## src/design/iq_dc_offset_tracker_top_defines.svh

```systemverilog
// assertion macros used by the dc offset tracker sequencer rtl
`ifndef IQ_DC_OFFSET_TRACKER_TOP_DEFINES_SVH
`define IQ_DC_OFFSET_TRACKER_TOP_DEFINES_SVH

// same-cycle implication, disabled during reset
`define IQDC_ASSERT_NOW(lbl, clk, rst, ante, cons, msg) \
   lbl: assert property (@(posedge clk) disable iff (rst) (ante) |-> (cons)) \
      else $error(msg);

// next-cycle implication, disabled during reset
`define IQDC_ASSERT_NEXT(lbl, clk, rst, ante, cons, msg) \
   lbl: assert property (@(posedge clk) disable iff (rst) (ante) |=> (cons)) \
      else $error(msg);

`endif

```

## src/design/iqdc_pkg.sv

```systemverilog
// types and constants of the iq dc offset tracker
`timescale 1ns / 1ps

package iqdc_pkg;

   localparam int SAMPLE_W    = 16;
   localparam int MAX_BLOCK   = 4096;
   localparam int LEN_W       = $clog2(MAX_BLOCK + 1);
   localparam int SUM_W       = SAMPLE_W + LEN_W;
   localparam int DIV_CNT_W   = $clog2(SUM_W);

   localparam int ALPHA_W     = 10;
   localparam int CAL_W       = 20;
   localparam int EMA_SCALE   = 1000;
   localparam int WEIGHT_W    = ALPHA_W + 1;
   localparam int PROD_W      = SAMPLE_W + WEIGHT_W;
   localparam int EMA_W       = PROD_W + 1;
   localparam int MAG_W       = EMA_W - 1;
   localparam int RECIP_SHIFT = 32;
   localparam longint RECIP   = (64'd1 << RECIP_SHIFT) / EMA_SCALE;
   localparam int RECIP_W     = RECIP_SHIFT - $clog2(EMA_SCALE) + 1;
   localparam int QUO_W       = MAG_W - $clog2(EMA_SCALE) + 1;

   localparam int CSR_IDX_W   = 2;
   localparam int CSR_DATA_W  = CAL_W;
   localparam logic [CSR_IDX_W-1:0] CSR_ALPHA = 2'd0;
   localparam logic [CSR_IDX_W-1:0] CSR_CALIB = 2'd1;
   localparam logic [CSR_IDX_W-1:0] CSR_MODE  = 2'd2;

   localparam logic [ALPHA_W-1:0] ALPHA_RESET = 10'd100;
   localparam logic [CAL_W-1:0]   CALIB_RESET = 20'd1024;

   typedef enum logic [2:0] {
      ST_IDLE,
      ST_DIVIDE,
      ST_DIV_FIX,
      ST_EMA_MUL,
      ST_EMA_SUM,
      ST_EMA_RECIP,
      ST_EMA_FIX,
      ST_RESPOND
   } state_type;

   typedef struct packed {
      logic             load;
      logic             block_mode;
      logic             close;
      logic             div_step;
      logic             div_fix;
      logic             ema_mul;
      logic             ema_sum;
      logic             ema_recip;
      logic             ema_fix;
      logic [LEN_W-1:0] div_len;
   } lane_ctrl_type;

endpackage

```

## src/design/iqdc_lane.sv

```systemverilog
// one channel lane: block accumulator, serial divider and ema update
`timescale 1ns / 1ps

module iqdc_lane (
   input  logic                                  clock,
   input  logic                                  reset,
   input  iqdc_pkg::lane_ctrl_type               ctrl,
   input  logic signed [iqdc_pkg::SAMPLE_W-1:0]  sample,
   input  logic        [iqdc_pkg::ALPHA_W-1:0]   weight,
   output logic signed [iqdc_pkg::SAMPLE_W-1:0]  corrected,
   output logic signed [iqdc_pkg::SAMPLE_W-1:0]  offset
);

   logic signed [iqdc_pkg::SAMPLE_W-1:0] offset_ff, offset_in;
   logic signed [iqdc_pkg::SUM_W-1:0]    sum_ff, sum_in;
   logic signed [iqdc_pkg::SAMPLE_W-1:0] corrected_ff, corrected_in;
   logic signed [iqdc_pkg::SAMPLE_W-1:0] x_ff, x_in;
   logic        [iqdc_pkg::SUM_W-1:0]    div_quo_ff, div_quo_in;
   logic        [iqdc_pkg::LEN_W-1:0]    div_rem_ff, div_rem_in;
   logic                                 div_neg_ff, div_neg_in;
   logic signed [iqdc_pkg::PROD_W-1:0]   prod_ff, prod_in;
   logic signed [iqdc_pkg::EMA_W-1:0]    ema_ff, ema_in;
   logic        [iqdc_pkg::MAG_W-1:0]    mag_ff, mag_in;
   logic        [iqdc_pkg::QUO_W-1:0]    quo_ff, quo_in;
   logic                                 ema_neg_ff, ema_neg_in;

   logic signed [iqdc_pkg::SUM_W-1:0]      sum_next;
   logic        [iqdc_pkg::SUM_W-1:0]      sum_mag;
   logic        [iqdc_pkg::LEN_W:0]        rem_shift;
   logic        [iqdc_pkg::LEN_W:0]        rem_trial;
   logic                                   rem_fits;
   logic        [iqdc_pkg::SAMPLE_W:0]     avg_mag;
   logic        [iqdc_pkg::SAMPLE_W:0]     avg_val;
   logic signed [iqdc_pkg::PROD_W-1:0]     w_new, w_old, x_ext, old_ext;
   logic signed [iqdc_pkg::PROD_W-1:0]     old_prod;
   logic        [iqdc_pkg::EMA_W-1:0]      ema_abs;
   logic        [iqdc_pkg::MAG_W+iqdc_pkg::RECIP_W-1:0] recip_prod;
   logic        [iqdc_pkg::MAG_W:0]        back;
   logic        [iqdc_pkg::MAG_W:0]        rem_ema;
   logic        [iqdc_pkg::QUO_W-1:0]      quo_fix;
   logic        [iqdc_pkg::QUO_W:0]        res;

   always_comb begin
      // block accumulator and signed dividend
      sum_next = sum_ff + iqdc_pkg::SUM_W'(sample);
      sum_mag  = sum_next[iqdc_pkg::SUM_W-1] ? iqdc_pkg::SUM_W'(-sum_next)
                                             : iqdc_pkg::SUM_W'(sum_next);

      // restoring divider, one quotient bit a cycle
      rem_shift = {div_rem_ff, div_quo_ff[iqdc_pkg::SUM_W-1]};
      rem_fits  = rem_shift >= {1'b0, ctrl.div_len};
      rem_trial = rem_shift - {1'b0, ctrl.div_len};

      avg_mag = div_quo_ff[iqdc_pkg::SAMPLE_W:0];
      avg_val = div_neg_ff ? (~avg_mag + 1'b1) : avg_mag;

      // ema weights and products
      w_new    = iqdc_pkg::PROD_W'($signed({1'b0, weight}));
      w_old    = iqdc_pkg::PROD_W'(iqdc_pkg::EMA_SCALE) - w_new;
      x_ext    = iqdc_pkg::PROD_W'(x_ff);
      old_ext  = iqdc_pkg::PROD_W'(offset_ff);
      old_prod = w_old * old_ext;

      // divide by the scale through a reciprocal, then one correction step
      ema_abs    = ema_ff[iqdc_pkg::EMA_W-1] ? iqdc_pkg::EMA_W'(-ema_ff)
                                             : iqdc_pkg::EMA_W'(ema_ff);
      recip_prod = iqdc_pkg::MAG_W'(ema_abs)
                   * iqdc_pkg::RECIP_W'(iqdc_pkg::RECIP);
      back       = (iqdc_pkg::MAG_W+1)'(quo_ff) * (iqdc_pkg::MAG_W+1)'(iqdc_pkg::EMA_SCALE);
      rem_ema    = {1'b0, mag_ff} - back;
      quo_fix    = quo_ff + iqdc_pkg::QUO_W'(rem_ema >= (iqdc_pkg::MAG_W+1)'(iqdc_pkg::EMA_SCALE));
      res        = ema_neg_ff ? (~{1'b0, quo_fix} + 1'b1) : {1'b0, quo_fix};

      // next values
      offset_in    = offset_ff;
      sum_in       = sum_ff;
      corrected_in = corrected_ff;
      x_in         = x_ff;
      div_quo_in   = div_quo_ff;
      div_rem_in   = div_rem_ff;
      div_neg_in   = div_neg_ff;
      prod_in      = w_new * x_ext;
      ema_in       = iqdc_pkg::EMA_W'(prod_ff) + iqdc_pkg::EMA_W'(old_prod);
      mag_in       = iqdc_pkg::MAG_W'(ema_abs);
      quo_in       = iqdc_pkg::QUO_W'(recip_prod >> iqdc_pkg::RECIP_SHIFT);
      ema_neg_in   = ema_ff[iqdc_pkg::EMA_W-1];

      if (ctrl.load) begin
         corrected_in = sample - offset_ff;
         x_in         = sample;
         if (ctrl.block_mode && !ctrl.close) begin
            sum_in = sum_next;
         end else begin
            sum_in = '0;
         end
         div_quo_in = sum_mag;
         div_rem_in = '0;
         div_neg_in = sum_next[iqdc_pkg::SUM_W-1];
      end
      if (ctrl.div_step) begin
         div_quo_in = {div_quo_ff[iqdc_pkg::SUM_W-2:0], rem_fits};
         div_rem_in = rem_fits ? rem_trial[iqdc_pkg::LEN_W-1:0]
                               : rem_shift[iqdc_pkg::LEN_W-1:0];
      end
      if (ctrl.div_fix) begin
         x_in = avg_val[iqdc_pkg::SAMPLE_W-1:0];
      end
      if (ctrl.ema_fix) begin
         offset_in = res[iqdc_pkg::SAMPLE_W-1:0];
      end
   end

   always_ff @(posedge clock) begin
      if (reset) begin
         offset_ff <= '0;
         sum_ff    <= '0;
      end else begin
         offset_ff <= offset_in;
         sum_ff    <= sum_in;
      end
   end

   always_ff @(posedge clock) begin
      corrected_ff <= corrected_in;
      x_ff         <= x_in;
      div_quo_ff   <= div_quo_in;
      div_rem_ff   <= div_rem_in;
      div_neg_ff   <= div_neg_in;
      if (ctrl.ema_mul) begin
         prod_ff <= prod_in;
      end
      if (ctrl.ema_sum) begin
         ema_ff <= ema_in;
      end
      if (ctrl.ema_recip) begin
         mag_ff     <= mag_in;
         quo_ff     <= quo_in;
         ema_neg_ff <= ema_neg_in;
      end
   end

   assign corrected = corrected_ff;
   assign offset    = offset_ff;

endmodule

```

## src/design/iqdc_ctrl.sv

```systemverilog
// sequencer, block length, sample counter and calibrated flag
`timescale 1ns / 1ps
`include "iq_dc_offset_tracker_top_defines.svh"

module iqdc_ctrl (
   input  logic                          clock,
   input  logic                          reset,
   input  logic                          req_valid,
   input  logic                          req_block_last,
   output logic                          req_ready,
   input  logic                          rsp_ready,
   output logic                          rsp_valid,
   input  logic                          update_mode,
   input  logic [iqdc_pkg::CAL_W-1:0]    calibrate_after,
   output iqdc_pkg::lane_ctrl_type       lane_ctrl,
   output logic                          calibrated
);

   iqdc_pkg::state_type                state_ff, state_in;
   logic [iqdc_pkg::LEN_W-1:0]         len_ff, len_in;
   logic [iqdc_pkg::LEN_W-1:0]         div_len_ff, div_len_in;
   logic [iqdc_pkg::DIV_CNT_W-1:0]     div_cnt_ff, div_cnt_in;
   logic [iqdc_pkg::CAL_W-1:0]         count_ff, count_in;
   logic                               calibrated_ff, calibrated_in;

   logic                               accept;
   logic [iqdc_pkg::LEN_W-1:0]         len_inc;
   logic                               close;
   logic [iqdc_pkg::LEN_W-1:0]         add_n;
   logic [iqdc_pkg::CAL_W:0]           count_sum;
   logic [iqdc_pkg::CAL_W-1:0]         count_sat;
   logic                               count_upd;
   logic                               div_last;

   assign accept    = req_valid && req_ready;
   assign len_inc   = len_ff + 1'b1;
   assign close     = req_block_last || (len_inc >= iqdc_pkg::LEN_W'(iqdc_pkg::MAX_BLOCK));
   assign add_n     = update_mode ? len_inc : iqdc_pkg::LEN_W'(1);
   assign count_sum = {1'b0, count_ff} + (iqdc_pkg::CAL_W+1)'(add_n);
   assign count_sat = count_sum[iqdc_pkg::CAL_W] ? '1 : count_sum[iqdc_pkg::CAL_W-1:0];
   assign count_upd = accept && (!update_mode || close);
   assign div_last  = div_cnt_ff == iqdc_pkg::DIV_CNT_W'(iqdc_pkg::SUM_W - 1);

   // next state
   always_comb begin
      state_in = state_ff;
      case (state_ff)
         iqdc_pkg::ST_IDLE: begin
            if (accept) begin
               if (!update_mode) begin
                  state_in = iqdc_pkg::ST_EMA_MUL;
               end else if (close) begin
                  state_in = iqdc_pkg::ST_DIVIDE;
               end else begin
                  state_in = iqdc_pkg::ST_RESPOND;
               end
            end
         end
         iqdc_pkg::ST_DIVIDE: begin
            if (div_last) begin
               state_in = iqdc_pkg::ST_DIV_FIX;
            end
         end
         iqdc_pkg::ST_DIV_FIX:   state_in = iqdc_pkg::ST_EMA_MUL;
         iqdc_pkg::ST_EMA_MUL:   state_in = iqdc_pkg::ST_EMA_SUM;
         iqdc_pkg::ST_EMA_SUM:   state_in = iqdc_pkg::ST_EMA_RECIP;
         iqdc_pkg::ST_EMA_RECIP: state_in = iqdc_pkg::ST_EMA_FIX;
         iqdc_pkg::ST_EMA_FIX:   state_in = iqdc_pkg::ST_RESPOND;
         iqdc_pkg::ST_RESPOND: begin
            if (rsp_ready) begin
               state_in = iqdc_pkg::ST_IDLE;
            end
         end
         default: state_in = iqdc_pkg::ST_IDLE;
      endcase
   end

   // outputs
   always_comb begin
      req_ready            = 1'b0;
      rsp_valid            = 1'b0;
      lane_ctrl            = '0;
      lane_ctrl.div_len    = div_len_ff;
      lane_ctrl.block_mode = update_mode;
      lane_ctrl.close      = close;
      case (state_ff)
         iqdc_pkg::ST_IDLE: begin
            // nothing is taken while reset is held
            req_ready      = !reset;
            lane_ctrl.load = req_valid && !reset;
         end
         iqdc_pkg::ST_DIVIDE:    lane_ctrl.div_step  = 1'b1;
         iqdc_pkg::ST_DIV_FIX:   lane_ctrl.div_fix   = 1'b1;
         iqdc_pkg::ST_EMA_MUL:   lane_ctrl.ema_mul   = 1'b1;
         iqdc_pkg::ST_EMA_SUM:   lane_ctrl.ema_sum   = 1'b1;
         iqdc_pkg::ST_EMA_RECIP: lane_ctrl.ema_recip = 1'b1;
         iqdc_pkg::ST_EMA_FIX:   lane_ctrl.ema_fix   = 1'b1;
         iqdc_pkg::ST_RESPOND:   rsp_valid           = 1'b1;
         default: begin
            req_ready = 1'b0;
         end
      endcase
   end

   always_comb begin
      len_in        = len_ff;
      div_len_in    = div_len_ff;
      div_cnt_in    = div_cnt_ff;
      count_in      = count_ff;
      calibrated_in = calibrated_ff;
      if (accept) begin
         div_len_in = len_inc;
         div_cnt_in = '0;
         len_in     = (update_mode && !close) ? len_inc : '0;
      end
      if (state_ff == iqdc_pkg::ST_DIVIDE) begin
         div_cnt_in = div_cnt_ff + 1'b1;
      end
      if (count_upd) begin
         count_in = count_sat;
         if (count_sat >= calibrate_after) begin
            calibrated_in = 1'b1;
         end
      end
   end

   always_ff @(posedge clock) begin
      if (reset) begin
         state_ff      <= iqdc_pkg::ST_IDLE;
         len_ff        <= '0;
         div_cnt_ff    <= '0;
         count_ff      <= '0;
         calibrated_ff <= 1'b0;
      end else begin
         state_ff      <= state_in;
         len_ff        <= len_in;
         div_cnt_ff    <= div_cnt_in;
         count_ff      <= count_in;
         calibrated_ff <= calibrated_in;
      end
   end

   always_ff @(posedge clock) begin
      div_len_ff <= div_len_in;
   end

   assign calibrated = calibrated_ff;

   `IQDC_ASSERT_NOW(a_div_len_nonzero, clock, reset, state_ff == iqdc_pkg::ST_DIVIDE, div_len_ff != '0, "divider started with zero block length")
   `IQDC_ASSERT_NEXT(a_calib_sticky, clock, reset, calibrated_ff, calibrated_ff, "calibrated flag dropped")
   `IQDC_ASSERT_NEXT(a_count_monotonic, clock, reset, 1'b1, count_ff >= $past(count_ff), "sample counter went backward")
   `IQDC_ASSERT_NEXT(a_fix_then_respond, clock, reset, state_ff == iqdc_pkg::ST_EMA_FIX, rsp_valid, "ema result not presented after update")

endmodule

```

## src/design/iq_dc_offset_tracker_top.sv

```systemverilog
// top level of the iq dc offset tracker
//
//   channel   ports                                          direction
//   req       req_valid/req_ready, sample_i/q, block_last     in
//   rsp       rsp_valid/rsp_ready, clean i/q, dc i/q, flag    out
//   csr       csr_valid/csr_ready, csr_index, csr_data        in
//
// per-sample mode: a transaction is accept, four ema steps, then the response
// block mode: accept, response in a block; a close adds divide, fix, ema steps
// the block average goes through a one-bit-a-cycle divider in each lane
// reset is synchronous and clears offsets, accumulators, counter and flag
// a stalled response holds the block; no new request is taken until it leaves
`timescale 1ns / 1ps

module iq_dc_offset_tracker_top (
   input  logic                                    clock,
   input  logic                                    reset,
   input  logic                                    req_valid,
   output logic                                    req_ready,
   input  logic signed [iqdc_pkg::SAMPLE_W-1:0]    req_sample_i,
   input  logic signed [iqdc_pkg::SAMPLE_W-1:0]    req_sample_q,
   input  logic                                    req_block_last,
   output logic                                    rsp_valid,
   input  logic                                    rsp_ready,
   output logic signed [iqdc_pkg::SAMPLE_W-1:0]    rsp_clean_i,
   output logic signed [iqdc_pkg::SAMPLE_W-1:0]    rsp_clean_q,
   output logic signed [iqdc_pkg::SAMPLE_W-1:0]    rsp_dc_i,
   output logic signed [iqdc_pkg::SAMPLE_W-1:0]    rsp_dc_q,
   output logic                                    rsp_calibrated,
   input  logic                                    csr_valid,
   output logic                                    csr_ready,
   input  logic        [iqdc_pkg::CSR_IDX_W-1:0]   csr_index,
   input  logic        [iqdc_pkg::CSR_DATA_W-1:0]  csr_data
);

   logic [iqdc_pkg::ALPHA_W-1:0] alpha_ff, alpha_in;
   logic [iqdc_pkg::CAL_W-1:0]   calib_ff, calib_in;
   logic                         mode_ff, mode_in;
   logic [iqdc_pkg::ALPHA_W-1:0] weight;
   iqdc_pkg::lane_ctrl_type      lane_ctrl;

   assign csr_ready = !reset;

   always_comb begin
      alpha_in = alpha_ff;
      calib_in = calib_ff;
      mode_in  = mode_ff;
      if (csr_valid) begin
         case (csr_index)
            iqdc_pkg::CSR_ALPHA: alpha_in = csr_data[iqdc_pkg::ALPHA_W-1:0];
            iqdc_pkg::CSR_CALIB: calib_in = csr_data[iqdc_pkg::CAL_W-1:0];
            iqdc_pkg::CSR_MODE:  mode_in  = csr_data[0];
            default: begin
               mode_in = mode_ff;
            end
         endcase
      end
   end

   always_ff @(posedge clock) begin
      if (reset) begin
         alpha_ff <= iqdc_pkg::ALPHA_RESET;
         calib_ff <= iqdc_pkg::CALIB_RESET;
         mode_ff  <= 1'b0;
      end else begin
         alpha_ff <= alpha_in;
         calib_ff <= calib_in;
         mode_ff  <= mode_in;
      end
   end

   // weight saturates at full scale
   assign weight = (alpha_ff > iqdc_pkg::ALPHA_W'(iqdc_pkg::EMA_SCALE))
                   ? iqdc_pkg::ALPHA_W'(iqdc_pkg::EMA_SCALE) : alpha_ff;

   iqdc_ctrl u_ctrl (
      .clock           (clock),
      .reset           (reset),
      .req_valid       (req_valid),
      .req_block_last  (req_block_last),
      .req_ready       (req_ready),
      .rsp_ready       (rsp_ready),
      .rsp_valid       (rsp_valid),
      .update_mode     (mode_ff),
      .calibrate_after (calib_ff),
      .lane_ctrl       (lane_ctrl),
      .calibrated      (rsp_calibrated)
   );

   iqdc_lane u_lane_i (
      .clock     (clock),
      .reset     (reset),
      .ctrl      (lane_ctrl),
      .sample    (req_sample_i),
      .weight    (weight),
      .corrected (rsp_clean_i),
      .offset    (rsp_dc_i)
   );

   iqdc_lane u_lane_q (
      .clock     (clock),
      .reset     (reset),
      .ctrl      (lane_ctrl),
      .sample    (req_sample_q),
      .weight    (weight),
      .corrected (rsp_clean_q),
      .offset    (rsp_dc_q)
   );

endmodule

```

## config.mk

```make
export PLATFORM = sky130hd
export DESIGN_NAME = iq_dc_offset_tracker_top
export DESIGN_NICKNAME = d
export VERILOG_FILES = /design/src/design/iqdc_pkg.sv /design/src/design/iqdc_lane.sv /design/src/design/iqdc_ctrl.sv /design/src/design/iq_dc_offset_tracker_top.sv
export VERILOG_INCLUDE_DIRS = /design/src /design/src/design
export SDC_FILE = /design/constraint.sdc
export NUM_CORES = 2
export LEC_CHECK = 0
export ABC_CLOCK_PERIOD_IN_PS = 12700
export BUFFER_PORTS_ARGS = -buffer_cell sky130_fd_sc_hd__buf_2
export CAP_MARGIN = 10
export CORE_MARGIN = 5
export CORE_UTILIZATION = 52
export CTS_CLUSTER_DIAMETER = 50
export DETAILED_ROUTE_END_ITERATION = 7
export PLACE_DENSITY_LB_ADDON = 0.2
export SYNTH_ARGS = -nofsm -noshare
export SYNTH_HDL_FRONTEND = slang
export SYNTH_SLANG_ARGS = --single-unit
```

## constraint.sdc

```tcl
create_clock -name clock -period 12.7 [get_ports clock]
set_input_delay 1.905 -clock clock [delete_from_list [all_inputs] [get_ports clock]]
set_output_delay 1.905 -clock clock [all_outputs]
set_load 0.1 [all_outputs]
```

==> metrics.csv <==
metric,value,unit
status,completed,
ys.flop_type,edfxtp_1,
path_class,flip-flop to flip-flop,
cts_setup_buffers,0,
required,13.14,ns
synth_area_per_cell,9.254,sq um
die_h,407.5,um
finalPower,24.31,mW
remaining_drc_errors,0,
antenna_found_initial,8,
finalNetCount,11290,
insertion_delay,0.70,ns
grt_setup_unrepaired,false,
finalHoldViolCount,0,
fin_ws,2.145,ns
grt_pass1_vias,62510,
critPathMaxStageDelay,0.91,ns
setup_violations,0,
finalCritPeriodShare,83.11,%
slew_violations,0,
vias,60210,
slew_headroom,22.80,%
fin_setup_tns,0,ns
fillers,13940,
place_congestion,0.8842,
numPortBuffers,127,
rows,145,
worstPathArrival,10.99,ns
worst_pin_slew,1.143,ns
fmax,94.75,MHz
dpl.hpwl,161800,um
fin_util,56.31,%
hold_ws,0.4551,ns
cts_root_buf,clkbuf_16,
hp-class,flip-flop to flip-flop,
io_pins,128,
crit_fanout,9,
clk_pin_slew,0.06,ns
grt_overflow,0,
h-tree-depth,3,
yosysWarnings,0,
cap_violations,0,
viasPerCell,5.446,
netlist.area_leader.share,27.80,%
chipWidth,407.5,um
finalCriticalPeriod,10.55,ns
coreArea,156800,sq um
tritoncts,yes,
syn-num-nets,11240,
numCtsBuffers,81,
drt_first_pass_iters,6,
cp-start-kind,flip-flop,
fin_worst_skew,0.04827,ns
syn-instance-count,8879,
final_layout_size_suffix_gt1_share,5.080,%
syn_area,82170,sq um
area_delta_synth_final,7.430,%
synth_largest_area_cell,fa_1,
dieArea,166100,sq um
synth_cell_types,86,
postCtsResizedCells,0,
final_cell_mix,"1918 x inv_1, 1157 x ha_1, 1141 x fa_1, 822 x nand2_1, 379 x nor2_1",
endpoint_kind,flip-flop,
power.density,275.4,nW/um^2
synthArstFlopShare,0,%
critPathSlowestCell,a2111oi_0,
clock_path_buffers,3,
hold_buffers,0,
synth-edff-count,359,
initial_utilization,52.42,%
wl,201600,um
grt_pass1_wl,328700,um
cts_sinks,522,
ys_ff_latch,522,
ys_seq_area_share,17.09,%
routedWlPerCell,18.23,um
ant_nets,0,
layout_commonest_cell,inv_1,
power.leakage,41.61,nW
grt_max_degree,97,
synthTopCellsByArea,"fa_1 28%, ha_1 18%, edfxtp_1 13%",
post-place-ws,2.136,ns
grt_use_total,24.40,%
drtIter0Drc,3601,
peakVddDrop,0.5242,mV
==> cells by family after synthesis <==
| family | count (synthesis) | synth area share, % |
|---|---|---|
| buffers and inverters | 2179 | 9.965 |
| flip-flops | 522 | 17.09 |
| XOR/XNOR | 484 | 5.159 |
| AO/OA/AOI/OAI | 1194 | 9.217 |
| adder cells (fa/ha/maj) | 2298 | 45.42 |
| AND/OR/NAND/NOR | 2163 | 12.67 |
| multiplexers | 39 | 0.4827 |
==> metrics by stage <==
| step | cells | cell area (sq um) |
|---|---|---|
| 3_3_place_gp | 10900 | 85390 |
| 4_1_cts | 11050 | 88260 |
| 2_1_floorplan | 8879 | 82170 |
| 5_1_grt | 11050 | 88260 |
| 6_report | 11060 | 88270 |
| 3_5_place_dp | 10900 | 85390 |
==> final cells by class <==
type | count | area [sq um] | share of cell area [%]
well taps | 2058 | 2575 | 2.917
diodes | 2 | 5.005 | 0.005670
clock buffers | 95 | 2152 | 2.438
flip-flops and latches | 522 | 14040 | 15.91
repair buffers | 222 | 1353 | 1.532
multi-input cells | 6178 | 60210 | 68.21
clock inverters | 56 | 714.4 | 0.8094
inverters | 1923 | 7218 | 8.177
==> metal layers <==
metal	GRT usage, %	wire, um	share of wire (%)
met5	0	20	0.0099
met2	41.86	96610	48
met4	6.326	5435	2.7
met3	3.312	10260	5.1
met1	32.74	89270	44
==> cells in the mapped netlist (23+ instances only) <==
cell	instances
inv_1	1919
a22oi_1	36
edfxtp_1	359
nand4_1	53
nand2b_1	74
or3_1	38
nor2b_1	65
xnor2_1	320
o211ai_1	25
a21o_1	95
a21boi_0	32
clkbuf_1	227
ha_1	1157
nor3_1	94
o21bai_1	24
o31ai_1	40
dfxtp_1	163
or2_2	26
xor2_1	164
nand3_1	128
a31oi_1	30
buf_1	27
a311oi_1	23
and2_1	290
nor2_1	381
mux2i_1	34
and3_1	82
fa_1	1141
o21ai_0	293
a21oi_1	368
a211oi_1	37
nand2_1	824
or4_1	24
o21a_1	52
==> flip-flops by register name, indices dropped and copies added, names as in the netlist, 18 cells and up <==
signal	flops
u_lane_q.prod_ff	27
u_lane_q.quo_ff	18
u_lane_i.ema_ff	28
u_lane_i.mag_ff	24
calib_ff	20
u_lane_i.quo_ff	18
u_lane_q.div_quo_ff	29
u_lane_q.sum_ff	29
u_lane_q.mag_ff	24
u_ctrl.count_ff	20
u_lane_i.div_quo_ff	29
u_lane_i.prod_ff	27
u_lane_i.sum_ff	29
u_lane_q.ema_ff	28
==> report_power, final <==
part | switching (mW) | total (mW) | leakage [nW] | internal, mW
registers | 0.283 | 2.91 | 4.62 | 2.63
logic | 10.9 | 19.0 | 35.6 | 8.11
clock network | 0.931 | 2.36 | 1.38 | 1.43
==> worst max-delay path, delay by kind of cell, from the launching register on <==
family	cells	cell delay (ns)
flops	1	0.57
fa+ha+maj	9	3.12
simple gates	8	2.72
xor+xnor	2	0.42
buf+inv	6	0.63
compound gates	8	2.86
==> final timing paths <==
| check | cells after the start | endpoint | start | slack, ns |
|---|---|---|---|---|
| min | 2 | calib_ff[17] | calib_ff[17] | 0.46 |
| max | 33 | u_lane_q.quo_ff[16] | u_lane_q.ema_ff[0] | 2.15 |
| min reg2reg | 2 | calib_ff[17] | calib_ff[17] | 0.46 |
| max reg2reg | 33 | u_lane_q.quo_ff[16] | u_lane_q.ema_ff[0] | 2.15 |
Power figures use the tool's default switching activity.
